File: config.mk
export PLATFORM = sky130hd
export DESIGN_NAME = pfs_ctrl
export DESIGN_NICKNAME = d
export VERILOG_FILES = /design/src/rtl/pfs_pkg.sv /design/src/rtl/pfs_ctrl.sv
export SDC_FILE = /design/constraint.sdc
export NUM_CORES = 1
export LEC_CHECK = 0
export ABC_CLOCK_PERIOD_IN_PS = 2500
export BUFFER_PORTS_ARGS = -buffer_cell sky130_fd_sc_hd__buf_2
export CAP_MARGIN = 20
export CORE_UTILIZATION = 31
export CTS_BUF_LIST = sky130_fd_sc_hd__clkbuf_4 sky130_fd_sc_hd__clkbuf_8
export DETAILED_ROUTE_END_ITERATION = 10
export PLACE_DENSITY = 0.51
export SYNTH_ARGS = -nofsm -noshare
export SYNTH_HDL_FRONTEND = slang
export SYNTH_SLANG_ARGS = --single-unit
File: constraint.sdc
create_clock -name clock -period 2.5 [get_ports clock]
set_input_delay 0.5 -clock clock [delete_from_list [all_inputs] [get_ports clock]]
set_output_delay 0.5 -clock clock [all_outputs]
set_load 0.01 [all_outputs]
File: src/rtl/pfs_pkg.sv
// Shared types, constants and fixed-point helpers for the phase-field step block.
`default_nettype none
package pfs_pkg;

   localparam int GRID_X_DEFAULT = 64;
   localparam int GRID_Y_DEFAULT = 64;

   localparam int CSR_AW = 5;
   localparam int CSR_DW = 32;

   localparam logic [2:0] REG_GRADIENT    = 3'd0;
   localparam logic [2:0] REG_MOBILITY_DT = 3'd1;
   localparam logic [2:0] REG_TIME_STEP   = 3'd2;
   localparam logic [2:0] REG_LATENT      = 3'd3;
   localparam logic [2:0] REG_MELT        = 3'd4;
   localparam logic [2:0] REG_INV_MELT    = 3'd5;
   localparam logic [2:0] REG_CONDUCT     = 3'd6;

   localparam logic [30:0] RST_GRADIENT    = 31'd781818266;
   localparam logic [30:0] RST_MOBILITY_DT = 31'd33554;
   localparam logic [30:0] RST_TIME_STEP   = 31'd33554;
   localparam logic [31:0] RST_LATENT      = 32'd16777216;
   localparam logic [31:0] RST_MELT        = 32'd16777216;
   localparam logic [31:0] RST_INV_MELT    = 32'd16777216;
   localparam logic [30:0] RST_CONDUCT     = 31'd16777216;

   // Sub-steps of one interior cell update.
   localparam logic [3:0] SUB_FETCH_DN   = 4'd0;
   localparam logic [3:0] SUB_FETCH_C    = 4'd1;
   localparam logic [3:0] SUB_FETCH_UP   = 4'd2;
   localparam logic [3:0] SUB_FETCH_PREV = 4'd3;
   localparam logic [3:0] SUB_CAP_PREV   = 4'd4;
   localparam logic [3:0] SUB_WRITE      = 4'd15;

   localparam logic signed [39:0] Q_ONE = 40'sd16777216;

   typedef enum logic [1:0] {
      FUNC_WRITE = 2'd0,
      FUNC_READ  = 2'd1,
      FUNC_STEP  = 2'd2,
      FUNC_NONE  = 2'd3
   } func_type;

   typedef enum logic [1:0] {
      WR_INPUT = 2'd0,
      WR_COPY  = 2'd1,
      WR_CELL  = 2'd2
   } wr_src_type;

   typedef enum logic [1:0] {
      RSP_ZERO = 2'd0,
      RSP_READ = 2'd1,
      RSP_STEP = 2'd2
   } rsp_kind_type;

   typedef enum logic [3:0] {
      ST_IDLE,
      ST_READ,
      ST_LOAD0,
      ST_LOADC,
      ST_CELL,
      ST_ECOL_RD,
      ST_ECOL_WR,
      ST_EROW_RD,
      ST_EROW_WR,
      ST_DONE
   } ctrl_state_type;

   typedef struct packed {
      logic signed [31:0] phase;
      logic signed [31:0] temp;
   } cell_type;

   typedef struct packed {
      logic signed [31:0] kappa;
      logic signed [31:0] mob_dt;
      logic signed [31:0] dt;
      logic signed [31:0] latent;
      logic signed [31:0] melt;
      logic signed [31:0] inv_melt;
      logic signed [31:0] cond;
   } cfg_type;

   typedef struct packed {
      logic         grid_rd;
      logic         grid_wr;
      wr_src_type   wr_src;
      logic         fill;
      logic         cb_rd;
      logic         cap_right;
      logic         cap_dn;
      logic         cap_c;
      logic         cap_up;
      logic         cap_prev;
      logic         rsp_load;
      rsp_kind_type rsp_kind;
   } cmd_type;

   function automatic logic signed [39:0] ext40(input logic signed [31:0] v);
      return 40'(v);
   endfunction

   function automatic logic signed [31:0] sat40(input logic signed [39:0] v);
      if (v > 40'sd2147483647) begin
         return 32'sh7FFFFFFF;
      end else if (v < -40'sd2147483648) begin
         return 32'sh80000000;
      end else begin
         return v[31:0];
      end
   endfunction

   // Q8.24 product, rounded half up and saturated.
   function automatic logic signed [31:0] qmul(input logic signed [31:0] a,
                                               input logic signed [31:0] b);
      logic signed [63:0] p;
      logic signed [63:0] r;
      p = a * b;
      r = (p + 64'sd8388608) >>> 24;
      return sat40(r[39:0]);
   endfunction

endpackage
`default_nettype wire

File: src/rtl/pfs_ctrl.sv
// Sequencer for transactions and the grid sweep of a time step.
`default_nettype none
module pfs_ctrl #(
   parameter int GRID_X = pfs_pkg::GRID_X_DEFAULT,
   parameter int GRID_Y = pfs_pkg::GRID_Y_DEFAULT,
   localparam int XW = $clog2(GRID_X),
   localparam int YW = $clog2(GRID_Y),
   localparam int AW = $clog2(GRID_X * GRID_Y)
) (
   input  wire logic         clock,
   input  wire logic         reset,
   input  wire logic         req_valid,
   output logic              req_stall,
   input  wire logic [1:0]   req_func,
   input  wire logic [5:0]   req_cell_x,
   input  wire logic [5:0]   req_cell_y,
   output logic              rsp_valid,
   input  wire logic         rsp_stall,
   output pfs_pkg::cmd_type  cmd,
   output logic [AW-1:0]     grid_addr,
   output logic [YW:0]       cb_addr,
   output logic [YW:0]       cb_wr_addr
);
   localparam logic [XW-1:0] XMAX = XW'(GRID_X - 1);
   localparam logic [YW-1:0] YMAX = YW'(GRID_Y - 1);

   pfs_pkg::ctrl_state_type state_ff, state_in;
   logic [XW-1:0] x_ff, x_in;
   logic [YW-1:0] y_ff, y_in;
   logic [3:0]    sub_ff, sub_in;
   logic          side_ff, side_in;
   logic          bank_ff, bank_in;
   logic          rsp_valid_ff, rsp_valid_in;
   logic          rd_inside_ff, rd_inside_in;

   logic          accept;
   logic          in_grid;
   logic          use_req;
   logic [XW-1:0] ax;
   logic [YW-1:0] ay;
   logic [AW-1:0] req_addr;

   assign req_stall = (state_ff != pfs_pkg::ST_IDLE) || (rsp_valid_ff && rsp_stall);
   assign accept    = req_valid && !req_stall;
   assign in_grid   = (32'(req_cell_x) < GRID_X) && (32'(req_cell_y) < GRID_Y);
   assign req_addr  = AW'(req_cell_x) * AW'(GRID_Y) + AW'(req_cell_y);
   assign rsp_valid = rsp_valid_ff;
   assign grid_addr = use_req ? req_addr : AW'(ax) * AW'(GRID_Y) + AW'(ay);

   always_comb begin
      state_in     = state_ff;
      x_in         = x_ff;
      y_in         = y_ff;
      sub_in       = sub_ff;
      side_in      = side_ff;
      bank_in      = bank_ff;
      rd_inside_in = rd_inside_ff;
      rsp_valid_in = (rsp_valid_ff && rsp_stall) || cmd.rsp_load;
      case (state_ff)
         pfs_pkg::ST_IDLE: begin
            if (accept) begin
               case (pfs_pkg::func_type'(req_func))
                  pfs_pkg::FUNC_READ: begin
                     state_in     = pfs_pkg::ST_READ;
                     rd_inside_in = in_grid;
                  end
                  pfs_pkg::FUNC_STEP: begin
                     state_in = pfs_pkg::ST_LOAD0;
                     x_in     = '0;
                     y_in     = '0;
                  end
                  default: ;
               endcase
            end
         end
         pfs_pkg::ST_READ: state_in = pfs_pkg::ST_IDLE;
         pfs_pkg::ST_LOAD0: begin
            if (y_ff == YMAX) begin
               y_in     = '0;
               x_in     = XW'(1);
               state_in = pfs_pkg::ST_LOADC;
            end else begin
               y_in = y_ff + 1'b1;
            end
         end
         pfs_pkg::ST_LOADC: begin
            if (y_ff == YMAX) begin
               y_in     = YW'(1);
               sub_in   = '0;
               state_in = pfs_pkg::ST_CELL;
            end else begin
               y_in = y_ff + 1'b1;
            end
         end
         pfs_pkg::ST_CELL: begin
            sub_in = sub_ff + 1'b1;
            if (sub_ff == pfs_pkg::SUB_WRITE) begin
               if (y_ff == YMAX - 1'b1) begin
                  // The current column becomes the previous one.
                  bank_in = !bank_ff;
                  if (x_ff == XMAX - 1'b1) begin
                     y_in     = YW'(1);
                     side_in  = 1'b0;
                     state_in = pfs_pkg::ST_ECOL_RD;
                  end else begin
                     x_in     = x_ff + 1'b1;
                     y_in     = '0;
                     state_in = pfs_pkg::ST_LOADC;
                  end
               end else begin
                  y_in = y_ff + 1'b1;
               end
            end
         end
         pfs_pkg::ST_ECOL_RD: state_in = pfs_pkg::ST_ECOL_WR;
         pfs_pkg::ST_ECOL_WR: begin
            side_in  = !side_ff;
            state_in = pfs_pkg::ST_ECOL_RD;
            if (side_ff) begin
               if (y_ff == YMAX - 1'b1) begin
                  x_in     = '0;
                  state_in = pfs_pkg::ST_EROW_RD;
               end else begin
                  y_in = y_ff + 1'b1;
               end
            end
         end
         pfs_pkg::ST_EROW_RD: state_in = pfs_pkg::ST_EROW_WR;
         pfs_pkg::ST_EROW_WR: begin
            side_in  = !side_ff;
            state_in = pfs_pkg::ST_EROW_RD;
            if (side_ff) begin
               if (x_ff == XMAX) begin
                  state_in = pfs_pkg::ST_DONE;
               end else begin
                  x_in = x_ff + 1'b1;
               end
            end
         end
         pfs_pkg::ST_DONE: begin
            x_in     = '0;
            state_in = pfs_pkg::ST_IDLE;
         end
         default: state_in = pfs_pkg::ST_IDLE;
      endcase
   end

   always_comb begin
      cmd        = '0;
      use_req    = 1'b0;
      ax         = x_ff;
      ay         = y_ff;
      cb_addr    = {bank_ff, y_ff};
      cb_wr_addr = {bank_ff, y_ff};
      case (state_ff)
         pfs_pkg::ST_IDLE: begin
            use_req = 1'b1;
            if (accept) begin
               case (pfs_pkg::func_type'(req_func))
                  pfs_pkg::FUNC_WRITE: begin
                     cmd.grid_wr  = in_grid;
                     cmd.wr_src   = pfs_pkg::WR_INPUT;
                     cmd.rsp_load = 1'b1;
                     cmd.rsp_kind = pfs_pkg::RSP_ZERO;
                  end
                  pfs_pkg::FUNC_READ: cmd.grid_rd = in_grid;
                  pfs_pkg::FUNC_NONE: begin
                     cmd.rsp_load = 1'b1;
                     cmd.rsp_kind = pfs_pkg::RSP_ZERO;
                  end
                  default: ;
               endcase
            end
         end
         pfs_pkg::ST_READ: begin
            cmd.rsp_load = 1'b1;
            cmd.rsp_kind = rd_inside_ff ? pfs_pkg::RSP_READ : pfs_pkg::RSP_ZERO;
         end
         pfs_pkg::ST_LOAD0: begin
            cmd.grid_rd = 1'b1;
            cmd.fill    = 1'b1;
            cb_wr_addr  = {!bank_ff, y_ff};
         end
         pfs_pkg::ST_LOADC: begin
            cmd.grid_rd = 1'b1;
            cmd.fill    = 1'b1;
         end
         pfs_pkg::ST_CELL: begin
            case (sub_ff)
               pfs_pkg::SUB_FETCH_DN: begin
                  cmd.grid_rd = 1'b1;
                  ax          = x_ff + 1'b1;
                  cmd.cb_rd   = 1'b1;
                  cb_addr     = {bank_ff, y_ff - 1'b1};
               end
               pfs_pkg::SUB_FETCH_C: begin
                  cmd.cap_right = 1'b1;
                  cmd.cap_dn    = 1'b1;
                  cmd.cb_rd     = 1'b1;
               end
               pfs_pkg::SUB_FETCH_UP: begin
                  cmd.cap_c = 1'b1;
                  cmd.cb_rd = 1'b1;
                  cb_addr   = {bank_ff, y_ff + 1'b1};
               end
               pfs_pkg::SUB_FETCH_PREV: begin
                  cmd.cap_up = 1'b1;
                  cmd.cb_rd  = 1'b1;
                  cb_addr    = {!bank_ff, y_ff};
               end
               pfs_pkg::SUB_CAP_PREV: cmd.cap_prev = 1'b1;
               pfs_pkg::SUB_WRITE: begin
                  cmd.grid_wr = 1'b1;
                  cmd.wr_src  = pfs_pkg::WR_CELL;
               end
               default: ;
            endcase
         end
         pfs_pkg::ST_ECOL_RD: begin
            cmd.grid_rd = 1'b1;
            ax          = side_ff ? XMAX - 1'b1 : XW'(1);
         end
         pfs_pkg::ST_ECOL_WR: begin
            cmd.grid_wr = 1'b1;
            cmd.wr_src  = pfs_pkg::WR_COPY;
            ax          = side_ff ? XMAX : '0;
         end
         pfs_pkg::ST_EROW_RD: begin
            cmd.grid_rd = 1'b1;
            ay          = side_ff ? YMAX - 1'b1 : YW'(1);
         end
         pfs_pkg::ST_EROW_WR: begin
            cmd.grid_wr = 1'b1;
            cmd.wr_src  = pfs_pkg::WR_COPY;
            ay          = side_ff ? YMAX : '0;
         end
         pfs_pkg::ST_DONE: begin
            cmd.rsp_load = 1'b1;
            cmd.rsp_kind = pfs_pkg::RSP_STEP;
         end
         default: ;
      endcase
   end

   always_ff @(posedge clock) begin
      if (reset) begin
         state_ff     <= pfs_pkg::ST_IDLE;
         x_ff         <= '0;
         y_ff         <= '0;
         sub_ff       <= '0;
         side_ff      <= 1'b0;
         bank_ff      <= 1'b0;
         rsp_valid_ff <= 1'b0;
         rd_inside_ff <= 1'b0;
      end else begin
         state_ff     <= state_in;
         x_ff         <= x_in;
         y_ff         <= y_in;
         sub_ff       <= sub_in;
         side_ff      <= side_in;
         bank_ff      <= bank_in;
         rsp_valid_ff <= rsp_valid_in;
         rd_inside_ff <= rd_inside_in;
      end
   end
endmodule
`default_nettype wire

==> metrics <==
run status=complete, but fails checks; violated checks=setup timing; DRC Markers=0; Combinational Power Share=46.3%; Cell variety after synth=74; CP required=2000 ps; cells on worst reg2reg path=6; Pwr Density=341 nW/um^2; diodes inserted=0; DP HPWL=6730 microns; sequential cell area=508 sq um; layout cells sized above 1=40.1%; f_max=0.399 GHz; syn_area_per_cell=7.16 sq um; crit path to=grid_addr[11]; Seq/Total Area, Yosys=18.0%; root buffer cell=clkbuf_8; cell internal pwr=0.765 mW; num ports=60; grt ovf=0; arrival time worst endpoint=2010 ps; vias in the first global route=2,775; most common cell after layout, fill and taps aside=buf_2; TritonCTS clock tree=yes; critical path class=reg2out; synthesis-to-layout area growth=37.5%; 1st-iter DRT viols=214; input/output buffers=59; Placer Congestion=0.863; CP endpoint kind=output port; Rel. slew slack=57.0%; total of max-cap violations=0; Layout Nets=486; final hold vios=0; Antenna Nets Post-Route=0; Post-synth EDFFs=0; ys async rst share=0%; drt pass-1 iters=5; vias per cell=5.72; # clock sinks=24; Critical R2R Capture=state_ff[2]$_SDFFE_PP0P_; area of the multi-input gates=2150 sq um; commonest non-fill, non-tap cells in the layout=buf_2, buf_4, nand2_1; DR vias=3,195; #FFs+latches synth=24; pin count of the biggest net entering global routing=29; Setup Viol. Count Final=1; Flop pwr share=33.3%; RSZ-0062 raised after global routing=true; fin. max-slew vios=0; Final WS setup=-6.92 ps; Tot Pwr=1.25 mW; initial antenna violation count=0; Worst Hold Class=reg2reg; min cycle time layout=2510 ps; CP Launch Type=flop; Synth top area share=18.0%; row count=33; Clock Skews=6.56 ps; mean routed wirelength per cell=17.1 microns; Synth area leader=dfxtp_1; # H-tree levels=1; Die Wd=94.7 microns; Initial Util=32.3%; Layout Cells excl Fill=559; Crit. Startpoint=state_ff[1]$_SDFFE_PP0P_; clock power share=20.3%; Peak supply drop=0.000160 V; Pleak=1.44 nW; placed insts=533; insertion delay to the later sink of the worst-skew pair=280 ps; switching part of the total power=38.8%; Die Y=94.7 microns; Num CTS Buffers=3; Slew @ Worst Pin=638 ps; Filler cells=892; clock-pin slew on the worst setup and hold paths=90 ps; clock buffer depth=2; Worst R2R Setup Slack=280 ps; Ys Warns=0; final wirelength=9570 microns; final hold slack=482 ps; core box area=8260 sq um; leading post-synthesis cells by cell area=dfxtp_1, ha_1, nand2_1; # hold bufs at CTS=0; first-pass GRT wire length=14,300 microns; final core occ=44.4%; Synth Cell Area=2670 sq um; Synth Net Count=402; Post-Synthesis Cells=372; Global Route Usage Sum=20.2%; die area=8970 sq um; R2R Path Start=state_ff[0]$_SDFFE_PP0P_; Top FF cell, synth=dfxtp_1; Critical Path Fanout Max=5; switching power total=0.486 mW; Final period util=100%
## flip-flops by register name, indices dropped and copies added (netlist names)
register / count
x_ff: 6
side_ff: 1
rd_inside_ff: 1
y_ff: 6
bank_ff: 1
sub_ff: 4
state_ff: 4
rsp_valid: 1
## cells by family (layout without fill, tap and decap cells)
logic type | Yosys count | in the layout | share of synthesized area [%]
fa+ha+maj | 12 | 12 | 5.63
xor+xnor | 5 | 5 | 1.64
flops | 24 | 24 | 18.0
buf+inv | 51 | 132 | 9.01
mux | 4 | 4 | 1.69
simple gates | 146 | 147 | 29.7
compound gates | 130 | 130 | 34.3
## per-stage QoR
stage / area, sq um / setup TNS [ps] / setup WS (ps)
2_1_floorplan: 2670 / 0 / 318
3_3_place_gp: 3150 / 0 / 133
3_5_place_dp: 3150 / 0 / 137
4_1_cts: 3300 / -3.76 / -3.76
5_1_grt: 3660 / -353 / -57.9
6_report: 3660 / -6.92 / -6.92
## cell type report
type	count	share of cell area, %
Clock buffer	3	1.13
Inverter	19	2.08
Multi-Input combinational cell	298	58.6
Sequential cell	24	13.9
Tap cell	105	3.59
Timing Repair Buffer	110	20.8
## cell usage after synthesis (5+ instances only)
cell type	count
nand2_1	39
nor2_1	34
a21oi_1	29
dfxtp_1	24
o21ai_0	20
inv_1	18
buf_2	15
clkbuf_1	12
ha_1	12
nand3_1	12
a31oi_1	11
nor3_1	11
o21ai_1	9
nand4_1	5
nor2b_1	5
o211ai_1	5
o32ai_1	5
or3_1	5
## metal layers
metal	share of wire, %	global-route usage, %	up-vias
met5	0	0	-
met4	1.2	3.79	0
met3	6.4	3.14	14
met2	45	31.9	127
met1	48	28.8	1494
li1	-	-	1560
## repair_timing
action,4_1_cts,5_1_grt
resized for setup,21,58
endpoints found under the setup margin,20,20
cloned,0,3
pin swaps,3,19
buffers inserted,6,14
## power by group through the flow
stage / combinational [mW] / sequential, mW / clock [mW]
after global placement: 0.514 / 0.426 / 0
after detailed placement: 0.515 / 0.426 / 0
after floorplan: 0.350 / 0.418 / 0
after global routing: 0.629 / 0.421 / 0.272
final: 0.580 / 0.417 / 0.254
after CTS: 0.522 / 0.418 / 0.258
## critical path: stages, from the launching register on
cell,delay [ps]
dfxtp_4,370
or4b_4,560
o211ai_1,210
buf_4,170
nand2_2,50
o211ai_1,100
o21a_1,150
buf_2,120
## worst min-delay path by stage
stage                              startpoint  slack [ps]                   endpoint  cells past startpoint
finish              rd_inside_ff$_SDFFE_PP0P_         480  rd_inside_ff$_SDFFE_PP0P_                      2
global route                        rsp_stall         510       rsp_valid$_SDFF_PP0_                      3
CTS                 rd_inside_ff$_SDFFE_PP0P_         480  rd_inside_ff$_SDFFE_PP0P_                      2
detailed placement  rd_inside_ff$_SDFFE_PP0P_         460  rd_inside_ff$_SDFFE_PP0P_                      2
global placement    rd_inside_ff$_SDFFE_PP0P_         450  rd_inside_ff$_SDFFE_PP0P_                      2
floorplan           rd_inside_ff$_SDFFE_PP0P_         430  rd_inside_ff$_SDFFE_PP0P_                      2
Note: power is estimated with default switching activity, not from simulation.
