### config.mk
export PLATFORM = sky130hd
export DESIGN_NAME = pfs_csr
export DESIGN_NICKNAME = d
export VERILOG_FILES = /design/src/rtl/pfs_pkg.sv /design/src/rtl/pfs_csr.sv
export SDC_FILE = /design/constraint.sdc
export NUM_CORES = 1
export LEC_CHECK = 0
export ABC_AREA = 1
export BUFFER_PORTS_ARGS = -buffer_cell sky130_fd_sc_hd__buf_2
export CORE_MARGIN = 2
export CORE_UTILIZATION = 45
export CTS_BUF_LIST = sky130_fd_sc_hd__clkbuf_2 sky130_fd_sc_hd__clkbuf_4 sky130_fd_sc_hd__clkbuf_8
export CTS_CLUSTER_SIZE = 16
export DETAILED_ROUTE_END_ITERATION = 10
export PLACE_DENSITY = 0.73
export SYNTH_ARGS = -nofsm -noshare
export SYNTH_HDL_FRONTEND = slang
export SYNTH_SLANG_ARGS = --single-unit
### constraint.sdc
create_clock -name clock -period 2.1 [get_ports clock]
set_input_delay 0.63 -clock clock [delete_from_list [all_inputs] [get_ports clock]]
set_output_delay 0.63 -clock clock [all_outputs]
set_load 0.01 [all_outputs]
### src/rtl/pfs_pkg.sv
// Shared types, constants and fixed-point helpers for the phase-field step block.
`default_nettype none
package pfs_pkg;

   localparam int GRID_X_DEFAULT = 64;
   localparam int GRID_Y_DEFAULT = 64;

   localparam int CSR_AW = 5;
   localparam int CSR_DW = 32;

   localparam logic [2:0] REG_GRADIENT    = 3'd0;
   localparam logic [2:0] REG_MOBILITY_DT = 3'd1;
   localparam logic [2:0] REG_TIME_STEP   = 3'd2;
   localparam logic [2:0] REG_LATENT      = 3'd3;
   localparam logic [2:0] REG_MELT        = 3'd4;
   localparam logic [2:0] REG_INV_MELT    = 3'd5;
   localparam logic [2:0] REG_CONDUCT     = 3'd6;

   localparam logic [30:0] RST_GRADIENT    = 31'd781818266;
   localparam logic [30:0] RST_MOBILITY_DT = 31'd33554;
   localparam logic [30:0] RST_TIME_STEP   = 31'd33554;
   localparam logic [31:0] RST_LATENT      = 32'd16777216;
   localparam logic [31:0] RST_MELT        = 32'd16777216;
   localparam logic [31:0] RST_INV_MELT    = 32'd16777216;
   localparam logic [30:0] RST_CONDUCT     = 31'd16777216;

   // Sub-steps of one interior cell update.
   localparam logic [3:0] SUB_FETCH_DN   = 4'd0;
   localparam logic [3:0] SUB_FETCH_C    = 4'd1;
   localparam logic [3:0] SUB_FETCH_UP   = 4'd2;
   localparam logic [3:0] SUB_FETCH_PREV = 4'd3;
   localparam logic [3:0] SUB_CAP_PREV   = 4'd4;
   localparam logic [3:0] SUB_WRITE      = 4'd15;

   localparam logic signed [39:0] Q_ONE = 40'sd16777216;

   typedef enum logic [1:0] {
      FUNC_WRITE = 2'd0,
      FUNC_READ  = 2'd1,
      FUNC_STEP  = 2'd2,
      FUNC_NONE  = 2'd3
   } func_type;

   typedef enum logic [1:0] {
      WR_INPUT = 2'd0,
      WR_COPY  = 2'd1,
      WR_CELL  = 2'd2
   } wr_src_type;

   typedef enum logic [1:0] {
      RSP_ZERO = 2'd0,
      RSP_READ = 2'd1,
      RSP_STEP = 2'd2
   } rsp_kind_type;

   typedef enum logic [3:0] {
      ST_IDLE,
      ST_READ,
      ST_LOAD0,
      ST_LOADC,
      ST_CELL,
      ST_ECOL_RD,
      ST_ECOL_WR,
      ST_EROW_RD,
      ST_EROW_WR,
      ST_DONE
   } ctrl_state_type;

   typedef struct packed {
      logic signed [31:0] phase;
      logic signed [31:0] temp;
   } cell_type;

   typedef struct packed {
      logic signed [31:0] kappa;
      logic signed [31:0] mob_dt;
      logic signed [31:0] dt;
      logic signed [31:0] latent;
      logic signed [31:0] melt;
      logic signed [31:0] inv_melt;
      logic signed [31:0] cond;
   } cfg_type;

   typedef struct packed {
      logic         grid_rd;
      logic         grid_wr;
      wr_src_type   wr_src;
      logic         fill;
      logic         cb_rd;
      logic         cap_right;
      logic         cap_dn;
      logic         cap_c;
      logic         cap_up;
      logic         cap_prev;
      logic         rsp_load;
      rsp_kind_type rsp_kind;
   } cmd_type;

   function automatic logic signed [39:0] ext40(input logic signed [31:0] v);
      return 40'(v);
   endfunction

   function automatic logic signed [31:0] sat40(input logic signed [39:0] v);
      if (v > 40'sd2147483647) begin
         return 32'sh7FFFFFFF;
      end else if (v < -40'sd2147483648) begin
         return 32'sh80000000;
      end else begin
         return v[31:0];
      end
   endfunction

   // Q8.24 product, rounded half up and saturated.
   function automatic logic signed [31:0] qmul(input logic signed [31:0] a,
                                               input logic signed [31:0] b);
      logic signed [63:0] p;
      logic signed [63:0] r;
      p = a * b;
      r = (p + 64'sd8388608) >>> 24;
      return sat40(r[39:0]);
   endfunction

endpackage
`default_nettype wire

### src/rtl/pfs_csr.sv
// Configuration register file with an APB-style access port.
`default_nettype none
module pfs_csr (
   input  wire logic                       clock,
   input  wire logic                       reset,
   input  wire logic                       csr_psel,
   input  wire logic                       csr_penable,
   input  wire logic                       csr_pwrite,
   input  wire logic [pfs_pkg::CSR_AW-1:0] csr_paddr,
   input  wire logic [pfs_pkg::CSR_DW-1:0] csr_pwdata,
   output logic      [pfs_pkg::CSR_DW-1:0] csr_prdata,
   output logic                            csr_pready,
   output pfs_pkg::cfg_type                cfg
);
   logic [30:0] gradient_ff, gradient_in;
   logic [30:0] mobility_ff, mobility_in;
   logic [30:0] tstep_ff, tstep_in;
   logic [31:0] latent_ff, latent_in;
   logic [31:0] melt_ff, melt_in;
   logic [31:0] inv_melt_ff, inv_melt_in;
   logic [30:0] conduct_ff, conduct_in;
   logic [2:0]  index;
   logic        wr_en;

   assign index      = csr_paddr[pfs_pkg::CSR_AW-1:2];
   assign wr_en      = csr_psel && csr_penable && csr_pwrite;
   assign csr_pready = 1'b1;

   always_comb begin
      gradient_in = gradient_ff;
      mobility_in = mobility_ff;
      tstep_in    = tstep_ff;
      latent_in   = latent_ff;
      melt_in     = melt_ff;
      inv_melt_in = inv_melt_ff;
      conduct_in  = conduct_ff;
      if (wr_en) begin
         case (index)
            pfs_pkg::REG_GRADIENT:    gradient_in = csr_pwdata[30:0];
            pfs_pkg::REG_MOBILITY_DT: mobility_in = csr_pwdata[30:0];
            pfs_pkg::REG_TIME_STEP:   tstep_in    = csr_pwdata[30:0];
            pfs_pkg::REG_LATENT:      latent_in   = csr_pwdata;
            pfs_pkg::REG_MELT:        melt_in     = csr_pwdata;
            pfs_pkg::REG_INV_MELT:    inv_melt_in = csr_pwdata;
            pfs_pkg::REG_CONDUCT:     conduct_in  = csr_pwdata[30:0];
            default: ;
         endcase
      end
   end

   always_ff @(posedge clock) begin
      if (reset) begin
         gradient_ff <= pfs_pkg::RST_GRADIENT;
         mobility_ff <= pfs_pkg::RST_MOBILITY_DT;
         tstep_ff    <= pfs_pkg::RST_TIME_STEP;
         latent_ff   <= pfs_pkg::RST_LATENT;
         melt_ff     <= pfs_pkg::RST_MELT;
         inv_melt_ff <= pfs_pkg::RST_INV_MELT;
         conduct_ff  <= pfs_pkg::RST_CONDUCT;
      end else begin
         gradient_ff <= gradient_in;
         mobility_ff <= mobility_in;
         tstep_ff    <= tstep_in;
         latent_ff   <= latent_in;
         melt_ff     <= melt_in;
         inv_melt_ff <= inv_melt_in;
         conduct_ff  <= conduct_in;
      end
   end

   always_comb begin
      case (index)
         pfs_pkg::REG_GRADIENT:    csr_prdata = {1'b0, gradient_ff};
         pfs_pkg::REG_MOBILITY_DT: csr_prdata = {1'b0, mobility_ff};
         pfs_pkg::REG_TIME_STEP:   csr_prdata = {1'b0, tstep_ff};
         pfs_pkg::REG_LATENT:      csr_prdata = latent_ff;
         pfs_pkg::REG_MELT:        csr_prdata = melt_ff;
         pfs_pkg::REG_INV_MELT:    csr_prdata = inv_melt_ff;
         pfs_pkg::REG_CONDUCT:     csr_prdata = {1'b0, conduct_ff};
         default:                  csr_prdata = '0;
      endcase
   end

   assign cfg.kappa    = {1'b0, gradient_ff};
   assign cfg.mob_dt   = {1'b0, mobility_ff};
   assign cfg.dt       = {1'b0, tstep_ff};
   assign cfg.latent   = latent_ff;
   assign cfg.melt     = melt_ff;
   assign cfg.inv_melt = inv_melt_ff;
   assign cfg.cond     = {1'b0, conduct_ff};
endmodule
`default_nettype wire

==> results of run 1 <==
==> layout by cell type, fill, tap and decap left out, types with 2 or more instances in the layout <==
master	instances
buf_12	37
inv_1	63
buf_6	18
nor2_1	447
diode_2	4
buf_8	2
nand3_1	177
clkbuf_8	50
dfxtp_1	220
nand3_4	3
nand2_1	487
conb_1	5
clkbuf_4	12
nand2_2	16
o21ai_0	4
nand3_2	17
nor2_2	28
clkbuf_16	7
buf_2	277
nor2_4	11
buf_4	39
nand4_1	94
==> power groups by stage <==
stage / clock (W) / sequential (W) / combinational (W)
6_report: 0.00411 / 0.00428 / 0.00112
2_1_floorplan: 0 / 0.00438 / 0.000531
5_1_grt: 0.00431 / 0.00428 / 0.00120
4_1_cts: 0.00414 / 0.00427 / 0.00102
3_5_place_dp: 0 / 0.00436 / 0.000975
3_3_place_gp: 0 / 0.00436 / 0.000963
==> cells by family (layout without fill, tap and decap cells) <==
kind of cell           after synthesis  in the layout  synth area share (%)
AND/OR/NAND/NOR                   1281           1281                 50.01
AO/OA/AOI/OAI                        4              4                0.1866
flip-flops                         220            220                 41.05
buffers and inverters              200            512                 8.688
other                                2              9               0.07000
==> through the flow <==
stage | TNS (ns) | power (W)
after floorplan | -0.3387 | 0.004913
after global placement | -9.132 | 0.005326
after detailed placement | -9.736 | 0.005339
after CTS | -4.199 | 0.009438
after global routing | -7.393 | 0.009783
final | -5.700 | 0.009506
==> flip-flops by register name (all words and copies together), names as in the netlist <==
name,count
mobility_ff,31
tstep_ff,31
conduct_ff,31
inv_melt_ff,32
melt_ff,32
gradient_ff,31
latent_ff,32
==> per-layer routing <==
| layer | vias up | global-route usage, % | share of wire [%] | wire length, µm |
|---|---|---|---|---|
| met2 | 752 | 42.26 | 42 | 16960 |
| met4 | 0 | 12.31 | 3.8 | 1551 |
| met3 | 91 | 6.886 | 12 | 4730 |
| met1 | 5578 | 43.94 | 43 | 17410 |
| met5 | - | 0 | 0 | 0 |
| li1 | 5959 | - | - | - |
==> worst max-delay path, delay by kind of cell <==
kind | cells | cell delay [ns]
buf+inv | 4 | 0.55
simple gates | 5 | 0.50
==> worst min path at each step <==
stage                                             from                           end  slack, ns  cells past startpoint
after floorplan           gradient_ff[11]$_SDFFE_PP1P_  gradient_ff[11]$_SDFFE_PP1P_       0.50                      2
after global placement     mobility_ff[9]$_SDFFE_PP1P_   mobility_ff[9]$_SDFFE_PP1P_       0.46                      2
after detailed placement   gradient_ff[4]$_SDFFE_PP1P_   gradient_ff[4]$_SDFFE_PP1P_       0.47                      2
after CTS                               csr_pwdata[12]  gradient_ff[12]$_SDFFE_PP1P_       0.31                      3
after global routing                    csr_pwdata[25]  gradient_ff[25]$_SDFFE_PP1P_       0.33                      3
final                                   csr_pwdata[12]  gradient_ff[12]$_SDFFE_PP1P_       0.32                      3
==> what timing repair did <==
item,4_1_cts,5_1_grt
cloned,2,8
resized for setup,50,71
setup endpoints to repair,32,32
pin swaps,5,41
setup buffers,2,3
==> final cells by class <==
cell class,instances,area (µm²)
fillers,2189,9079
flip-flops and latches,220,4404
inverters,68,287.8
repair buffers,381,2855
clock inverters,1,7.507
clock buffers,62,778.2
diodes,4,10.01
multi-input cells,1290,5652
well taps,319,399.1
==> out/metrics.yaml, run 1 <==
floorplan:
  ios: 299
  dieArea_um2: 25090
  dieWidth_um: 158.4
  rows: 56
  die_height_um: 158.4
  core_um2: 23470
  start_util_pct: 45.71
clocking:
  cts_buffer_depth: 3
  cts_root_buffer: "clkbuf_8"
  clkLatencyLatePin_ns: 0.53
  clkTransAtPathRegs_ns: 0.06
  htree_levels: 2
  ctsHoldBuffers: 0
  cts_buffers: 39
  tritoncts: "yes"
  clock_sinks: 220
run_status:
  status: "finished, violations left"
  violations: "setup timing"
cells_and_area:
  final_util_pct: 61.32
  nets: 2042
  finish.instance_area_um2: 14390
  final_layout_size_suffix_gt1_share_pct: 25.96
  area_growth_pct: 34.16
  fin_cells: 2345
route:
  wl_per_cell_um: 17.33
  wirelength_um: 40640
  avgViaCountPerCell: 5.279
  ant_nets: 0
  post-route-drc-count: 0
  firstDrtPassIters: 6
  drt_iter0_drc: 1300
  vias: 12380
synthesis:
  synthCells: 1707
  synth-edff-count: 0
  yosys.area.top_type_share_pct: 41.05
  synth_most_common_cell: "nand2_1"
  ys_ff_latch: 220
  yosys_most_used_dff: "dfxtp_1"
  netlist_area_um2: 10730
  ys_seq_area_share_pct: 41.05
  synth.largest_area_cell: "dfxtp_1"
  yosys_warnings: 0
  async_flop_share_pct: 0
  synth_cell_types: 18
  yosys-top-cells-count: "nand2_1, nor2_1, dfxtp_1"
  yosys-top-cells-area: "dfxtp_1, nand2_1, nor2_1"
  syn_area_per_cell_um2: 6.285
critical_path:
  cpPeakStageDelay_ns: 0.19
  crit_arrival_ns: 1.71
  crit_required_ns: 1.47
  r2r_end: "melt_ff[12]$_SDFFE_PP0P_"
  start_kind: "input pin"
  crit_end: "csr_prdata[4]"
  r2r_start: "melt_ff[12]$_SDFFE_PP0P_"
  crit_fanout: 11
  r2r_cells: 2
  crit_chain: "buf_12 > nor2_4 > buf_6 > buf_12 > nand3_1 > nand2_1 > nor2_1 > nand2_1 > buf_2"
  worst-setup-path-type: "input pin to output pin"
  r2r_slack_ns: 1.43
  worstSetupStartpoint: "csr_paddr[3]"
  crit_slowest_cell: "nor2_4"
  worst_setup_path_end_kind: "output pin"
placement:
  dp_slack_ns: -0.3648
  gp_congestion: 0.9831
  dp.cells: 2265
  place.detailed.hpwl_um: 27730
  place_area_um2: 12910
  portBuffers: 291
grt:
  grt_pass1_vias: 10530
  grt_max_degree: 49
  overflow: 0
  grtUsageTotal_pct: 30.04
  grt_pass1_wl_um: 59040
  antenna_found_initial: 4
sta:
  final_max_slew_viol_count: 0
  layout_min_cycle_time_ns: 2.339
  fmax_ghz: 0.4276
  min_period_over_period_pct: 111.4
  grt_setup_unrepaired: "yes"
  finalWorstSetupSlack_ns: -0.2389
  setup-violations-final: 31
  hold_violations: 0
  hold_ws_ns: 0.3221
  finalClockSkew_ns: 0
power_and_ir_drop:
  combPwrFrac_pct: 11.8
  ir_worst_vdd_mv: 0.3965
  power.density_nw_per_um2: 660.4
  cellLeakagePower_nw: 7.169
  swShare_pct: 26.72
  switching_power_w: 0.002540
  seqPwrFrac_pct: 45.0
  pwr-share-clk_pct: 43.2
  p_int_w: 0.006966
job:
  maxCapViolations: 0
hold_path:
  hp-class: "input pin to flop"
Power figures use the tool's default switching activity.
==> run 2: changes to the inputs <==
--- a/config.mk
+++ b/config.mk
@@ -5,7 +5,7 @@
 export SDC_FILE = /design/constraint.sdc
 export NUM_CORES = 1
 export LEC_CHECK = 0
-export ABC_AREA = 1
+export ABC_AREA = 0
 export BUFFER_PORTS_ARGS = -buffer_cell sky130_fd_sc_hd__buf_2
 export CORE_MARGIN = 2
 export CORE_UTILIZATION = 45
@@ -13,6 +13,7 @@
 export CTS_CLUSTER_SIZE = 16
 export DETAILED_ROUTE_END_ITERATION = 10
 export PLACE_DENSITY = 0.73
+export REMOVE_ABC_BUFFERS = 1
 export SYNTH_ARGS = -nofsm -noshare
 export SYNTH_HDL_FRONTEND = slang
 export SYNTH_SLANG_ARGS = --single-unit
==> run 2 against run 1 <==
The run still ends with setup timing left. Clock-buffer cell count unchanged. Die area down 1.7%. Critical path depth decreased by 3. Sequential cell count did not move. Clock power up 8.8%. Total power is 2.5% higher. Register-to-register slack worse by 0.05 ns. First-iteration DRC count fell by 47%. Routed wire length is 14% lower. Synthesized cell count fell by 39%. Hold slack improved by 0.055 ns. Largest cell class unchanged.
==> out/metrics.yaml, run 2 <==
run_status:
  status: "finished, violations left"
  violations: "setup timing"
hold_path:
  whs_path_depth: 3  # unchanged
  hp-start: "csr_pwdata[17]"
  worstHoldEndpoint: "inv_melt_ff[17]$_SDFFE_PP0P_"
  hp-class: "input pin to flop"
floorplan:
  ios: 299  # unchanged
  core_um2: 23260  # -0.90%
  dieArea_um2: 24660  # -1.7%
  rows: 56  # unchanged
  dieWidth_um: 157.0  # -0.86%
  start_util_pct: 45.31  # -0.40 points
  die_height_um: 157.0  # -0.86%
placement:
  place.detailed.hpwl_um: 23510  # -15%
  gp_congestion: 0.8198  # -17%
  dp_slack_ns: -0.5447  # -0.1799 ns
  portBuffers: 291  # unchanged
  place_area_um2: 12910  # about the same
synthesis:
  yosys.area.top_type_share_pct: 41.79  # +0.74 points
  yosys_most_used_dff: "dfxtp_1"
  synthCells: 1048  # -39%
  synth.largest_area_cell: "dfxtp_1"
  async_flop_share_pct: 0  # unchanged
  yosys_warnings: 0  # unchanged
  yosys-top-cells-count: "mux2i_1, dfxtp_1, nand2b_1"
  yosys-top-cells-area: "dfxtp_1, mux2i_1, nand2b_1"
  syn_area_per_cell_um2: 10.06  # +60%
  netlist_area_um2: 10540  # -1.8%
  synth-edff-count: 0  # unchanged
  synth_most_common_cell: "mux2i_1"
  synth_cell_types: 37  # +19
  ys_ff_latch: 220  # unchanged
  ys_seq_area_share_pct: 41.79  # +0.74 points
sta:
  max_slew_margin_pct: 52.73
  grt_setup_unrepaired: "yes"
  finalWorstSetupSlack_ns: -0.3070  # -0.06819 ns
  layout_min_cycle_time_ns: 2.407  # +0.06819 ns
  tightest_slew_ns: 0.7074
  setup-violations-final: 32  # +3.2%
  hold_violations: 0  # unchanged
  min_period_over_period_pct: 114.6  # +3.2 points
  tns_ns: -7.899  # -2.199 ns
  finalClockSkew_ns: 0  # unchanged
  fmax_ghz: 0.4154  # -2.8%
  final_max_slew_viol_count: 0  # unchanged
grt:
  grt_max_degree: 54  # +10%
  grtUsageTotal_pct: 27.34  # -2.7 points
  antenna_found_initial: 0  # -4
  grt_pass1_wl_um: 51860  # -12%
  overflow: 0  # unchanged
  grt_pass1_vias: 9119  # -13%
route:
  firstDrtPassIters: 5  # -1
  wirelength_um: 35030  # -14%
  post-route-drc-count: 0  # unchanged
  avgViaCountPerCell: 5.371  # +1.7%
  wl_per_cell_um: 20.06  # +16%
  drt_iter0_drc: 683  # -47%
  vias: 9377  # -24%
  ant_nets: 0  # unchanged
cells_and_area:
  final_cell_mix: "buf_2, mux2i_1, dfxtp_1, nand2b_1, buf_4"
  final_common_cell: "buf_2"
  regArea_um2: 4409  # +0.11%
  n_fill_cell: 1965  # -10%
  final_layout_size_suffix_gt1_share_pct: 38.61  # +13 points
  largest_registers: "inv_melt_ff x32, latent_ff x32, melt_ff x32"
  nets: 1440  # -29%
  area_growth_pct: 37.74
  antenna_cells: 0  # -4
  finish.instance_area_um2: 14520  # +0.86%
  multi_input_area_um2: 5864  # +3.8%
  final_util_pct: 62.41  # +1.1 points
critical_path:
  start_kind: "input pin"
  crit_required_ns: 1.47  # about the same
  crit_arrival_ns: 1.78  # +0.07 ns
  r2r_end: "inv_melt_ff[17]$_SDFFE_PP0P_"
  worst-setup-path-type: "input pin to output pin"
  crit_fanout: 10  # -1
  r2r_slack_ns: 1.38  # -0.05 ns
  r2r_start: "inv_melt_ff[17]$_SDFFE_PP0P_"
  worstSetupStartpoint: "csr_paddr[3]"
  worst_setup_path_end_kind: "output pin"
  r2r_cells: 2  # unchanged
clocking:
  clkTransAtPathRegs_ns: 0.06  # about the same
  htree_levels: 2  # unchanged
  cts_buffers: 39  # unchanged
  tritoncts: "yes"
  clkLatencyLatePin_ns: 0.51  # -0.02 ns
  cts_root_buffer: "clkbuf_8"
  cts_buffer_depth: 3  # unchanged
  ctsHoldBuffers: 0  # unchanged
  clock_sinks: 220  # unchanged
power_and_ir_drop:
  p_total_w: 0.009742  # +2.5%
  power.density_nw_per_um2: 671.0  # +1.6%
  ir_worst_vdd_mv: 0.4346  # +9.6%
  cellLeakagePower_nw: 7.166  # about the same
job:
  maxCapViolations: 0  # unchanged
[run 2: cells by family (layout without fill, tap and decap cells)]
kind of cell,Yosys count,count (layout),synth area share [%]
buf+inv,118,493,5.841
mux,275,275,26.38
other cells,2,5,0.07125
simple gates,301,302,16.22
flops,220,220,41.79
compound gates,132,132,9.710
[run 2: routing by layer]
layer	GRT usage (%)	vias up	share of wire, %
li1	-	4386	-
met1	34.77	4557	43
met2	46.37	374	48
met3	5.947	60	7.1
met4	8.528	0	2.2
met5	0	-	0
[run 2: power breakdown]
part           total [W]  internal [W]  switching (W)  leakage, nW
sequential       0.00423       0.00421      0.0000260         1.77
combinational    0.00104      0.000506       0.000536         4.92
clock            0.00447       0.00266        0.00181        0.470
[run 2: cell type report]
type / instances / share of cell area, %
clock buffer: 62 / 5.490
clock inverter: 8 / 0.6378
inverter: 21 / 0.5430
multi-input combinational: 714 / 40.39
sequential: 220 / 30.37
tap: 319 / 2.749
timing repair buffer: 402 / 19.81
[run 2: how the worst max path moves through the flow]
stage / endpoint / cells after the start
final: csr_prdata[1] / 6
after global placement: csr_prdata[24] / 4
after global routing: csr_prdata[24] / 6
after detailed placement: csr_prdata[24] / 4
after floorplan: melt_ff[0]$_SDFFE_PP0P_ / 3
after CTS: csr_prdata[21] / 6
[run 2: timing repair]
| action | CTS | global route |
|---|---|---|
| setup endpoints to repair | 32 | 32 |
| cloned | 7 | 0 |
| buffers inserted | 9 | 6 |
| gates resized for setup | 63 | 14 |
| pin swaps | 8 | 4 |
[run 2: through the flow]
step,std cells,hold slack (ns)
after floorplan,954,0.5006
after global placement,1654,0.4707
after detailed placement,1654,0.4788
after CTS,1740,0.3418
after global routing,1746,0.3637
final,1746,0.3768
[run 2: worst max-delay path: stages]
cell,delay (ns)
buf_12,0.13
nand2b_4,0.20
buf_12,0.17
o221a_4,0.26
a221oi_2,0.19
buf_2,0.18
==> run 3: changes to the inputs <==
--- a/config.mk
+++ b/config.mk
@@ -7,6 +7,7 @@
 export LEC_CHECK = 0
 export ABC_AREA = 0
 export BUFFER_PORTS_ARGS = -buffer_cell sky130_fd_sc_hd__buf_2
+export CORE_ASPECT_RATIO = 1.4
 export CORE_MARGIN = 2
 export CORE_UTILIZATION = 45
 export CTS_BUF_LIST = sky130_fd_sc_hd__clkbuf_2 sky130_fd_sc_hd__clkbuf_4 sky130_fd_sc_hd__clkbuf_8
==> run 3 against run 2 <==
The run still ends with setup timing left. Sequential power barely moved. Combinational power hardly changed. Clock skew stayed put. First-iteration DRC count down 37%. Routed wire length is 4.5% higher. Setup slack got worse by 0.017 ns. Die area is essentially flat. Clock power shrank 13%. Global-route usage up 1.1 points.
==> out/metrics.yaml, run 3 (synthesis results as in run 2) <==
cells_and_area:
  finish.instance_area_um2: 14500  # -0.14%
  final_layout_size_suffix_gt1_share_pct: 39.07  # +0.45 points
  final_util_pct: 62.70  # +0.29 points
  final_cell_mix: "buf_2, mux2i_1, dfxtp_1, nand2b_1, buf_4"
  largest_registers: "inv_melt_ff x32, latent_ff x32, melt_ff x32"
  nets: 1453  # +0.90%
  area_growth_pct: 37.55
  final_common_cell: "buf_2"
grt:
  antenna_found_initial: 2  # +2
  overflow: 0  # unchanged
  grt_pass1_vias: 9411  # +3.2%
  grtUsageTotal_pct: 28.48  # +1.1 points
  grt_max_degree: 70  # +30%
  grt_pass1_wl_um: 54050  # +4.2%
clocking:
  clkTransAtPathRegs_ns: 0.06  # about the same
  cts_root_buffer: "clkbuf_8"
  clkLatencyLatePin_ns: 0.51  # about the same
  tritoncts: "yes"
  cts_buffer_depth: 3  # unchanged
  htree_levels: 2  # unchanged
  clock_sinks: 220  # unchanged
  cts_buffers: 35  # -10%
placement:
  place.detailed.hpwl_um: 24400  # +3.8%
  place_area_um2: 12980  # +0.53%
  gp_congestion: 0.8414  # +2.6%
  portBuffers: 291  # unchanged
power_and_ir_drop:
  cellLeakagePower_nw: 7.145  # -0.30%
  ir_worst_vdd_mv: 0.4323  # -0.55%
  power.density_nw_per_um2: 634.5  # -5.4%
hold_path:
  hp-class: "input pin to flop"
critical_path:
  crit_fanout: 7  # -3
  worst-setup-path-type: "input pin to output pin"
  crit_chain: "buf_12 > buf_4 > buf_16 > mux2i_1 > o221a_4 > a221oi_2 > buf_2"
  start_kind: "input pin"
  crit_slowest_cell: "o221a_4"
  worst_setup_path_end_kind: "output pin"
  cpPeakStageDelay_ns: 0.25  # about the same
  crit_required_ns: 1.47  # about the same
  crit_arrival_ns: 1.79  # about the same
sta:
  fmax_ghz: 0.4125  # -0.71%
  layout_min_cycle_time_ns: 2.424  # +0.01730 ns
  grt_setup_unrepaired: "yes"
  hold_ws_ns: 0.3753  # -0.001487 ns
  finalWorstSetupSlack_ns: -0.3243  # -0.01730 ns
  finalClockSkew_ns: 0  # unchanged
  final_max_slew_viol_count: 0  # unchanged
  setup-violations-final: 32  # unchanged
  min_period_over_period_pct: 115.4  # +0.82 points
  hold_violations: 0  # unchanged
route:
  avgViaCountPerCell: 5.416  # +0.85%
  drt_iter0_drc: 429  # -37%
  ant_nets: 0  # unchanged
  firstDrtPassIters: 5  # unchanged
  vias: 9446  # +0.74%
  post-route-drc-count: 0  # unchanged
  wirelength_um: 36600  # +4.5%
  wl_per_cell_um: 20.99  # +4.6%
run_status:
  status: "finished, violations left"
  violations: "setup timing"
job:
  maxCapViolations: 0  # unchanged
floorplan:
  ios: 299  # unchanged
  dieWidth_um: 133.3  # -15%
  rows: 66  # +18%
  start_util_pct: 45.58  # +0.27 points
  core_um2: 23120  # -0.60%
  dieArea_um2: 24680  # about the same
  die_height_um: 185.1  # +18%
[run 3: cell types whose count changed in the layout (fill, tap and decap cells not counted), moves of 3 or more]
cell	previous run	this run
dfxtp_1	216	219
o221a_4	17	12
bufbuf_16	6	1
clkbuf_8	53	48
o221a_2	4	9
buf_16	0	4
buf_12	28	31
dfxtp_2	4	1
buf_4	68	81
[run 3: through the flow]
step	power (W)	std cells	TNS [ns]	setup slack [ns]
2_1_floorplan	0.004686	954	-126.07	-1.735
3_3_place_gp	0.005198	1649	-34.85	-0.4656
3_5_place_dp	0.005207	1649	-37.28	-0.4423
4_1_cts	0.009238	1744	-7.562	-0.3259
5_1_grt	0.009485	1744	-8.790	-0.3585
6_report	0.009199	1744	-7.577	-0.3243
[run 3: final cells by class]
cell class / count / area [µm²]
flip-flops and latches: 220 / 4405
clock buffers: 56 / 720.7
diodes: 2 / 5.005
well taps: 306 / 382.9
fillers: 1936 / 8625
clock inverters: 6 / 32.53
multi-input cells: 713 / 5849
inverters: 21 / 78.83
repair buffers: 420 / 3023
[run 3: critical path, delay by kind of cell]
family | cells | cell delay, ns
muxes | 1 | 0.14
AOI/OAI and AO/OA | 2 | 0.42
buffers and inverters | 4 | 0.59
[run 3: path summary, 6_finish.rpt]
| kind | depth (start not counted) | startpoint | slack [ns] | end |
|---|---|---|---|---|
| max | 7 | csr_paddr[3] | -0.32 | csr_prdata[13] |
| min | 3 | csr_pwdata[14] | 0.38 | inv_melt_ff[14]$_SDFFE_PP0P_ |
| max reg2reg | 2 | inv_melt_ff[6]$_SDFFE_PP0P_ | 1.40 | inv_melt_ff[6]$_SDFFE_PP0P_ |
| min reg2reg | 2 | mobility_ff[20]$_SDFFE_PP0P_ | 0.49 | mobility_ff[20]$_SDFFE_PP0P_ |
[run 3: report_power, final]
| part | internal [W] | leakage (nW) | total (W) | switching, W |
|---|---|---|---|---|
| clock | 0.00218 | 0.402 | 0.00391 | 0.00173 |
| sequential | 0.00420 | 1.78 | 0.00423 | 0.0000266 |
| combinational | 0.000512 | 4.97 | 0.00106 | 0.000548 |
[run 3: what timing repair did]
| action | in CTS | in global routing |
|---|---|---|
| hold endpoints to repair | 0 | 0 |
| gates resized for setup | 72 | 15 |
| cloned | 6 | 0 |
| setup buffers | 27 | 2 |
| hold buffers | 0 | 0 |
| setup endpoints to repair | 32 | 32 |
| pin swaps | 21 | 15 |
[run 3: metal layers]
metal	track usage, %	routed length [µm]	vias to the layer above
li1	-	-	4389
met1	32.44	14250	4603
met2	51.05	18650	350
met3	4.433	1850	104
met4	15.36	1853	0
met5	0	0	-
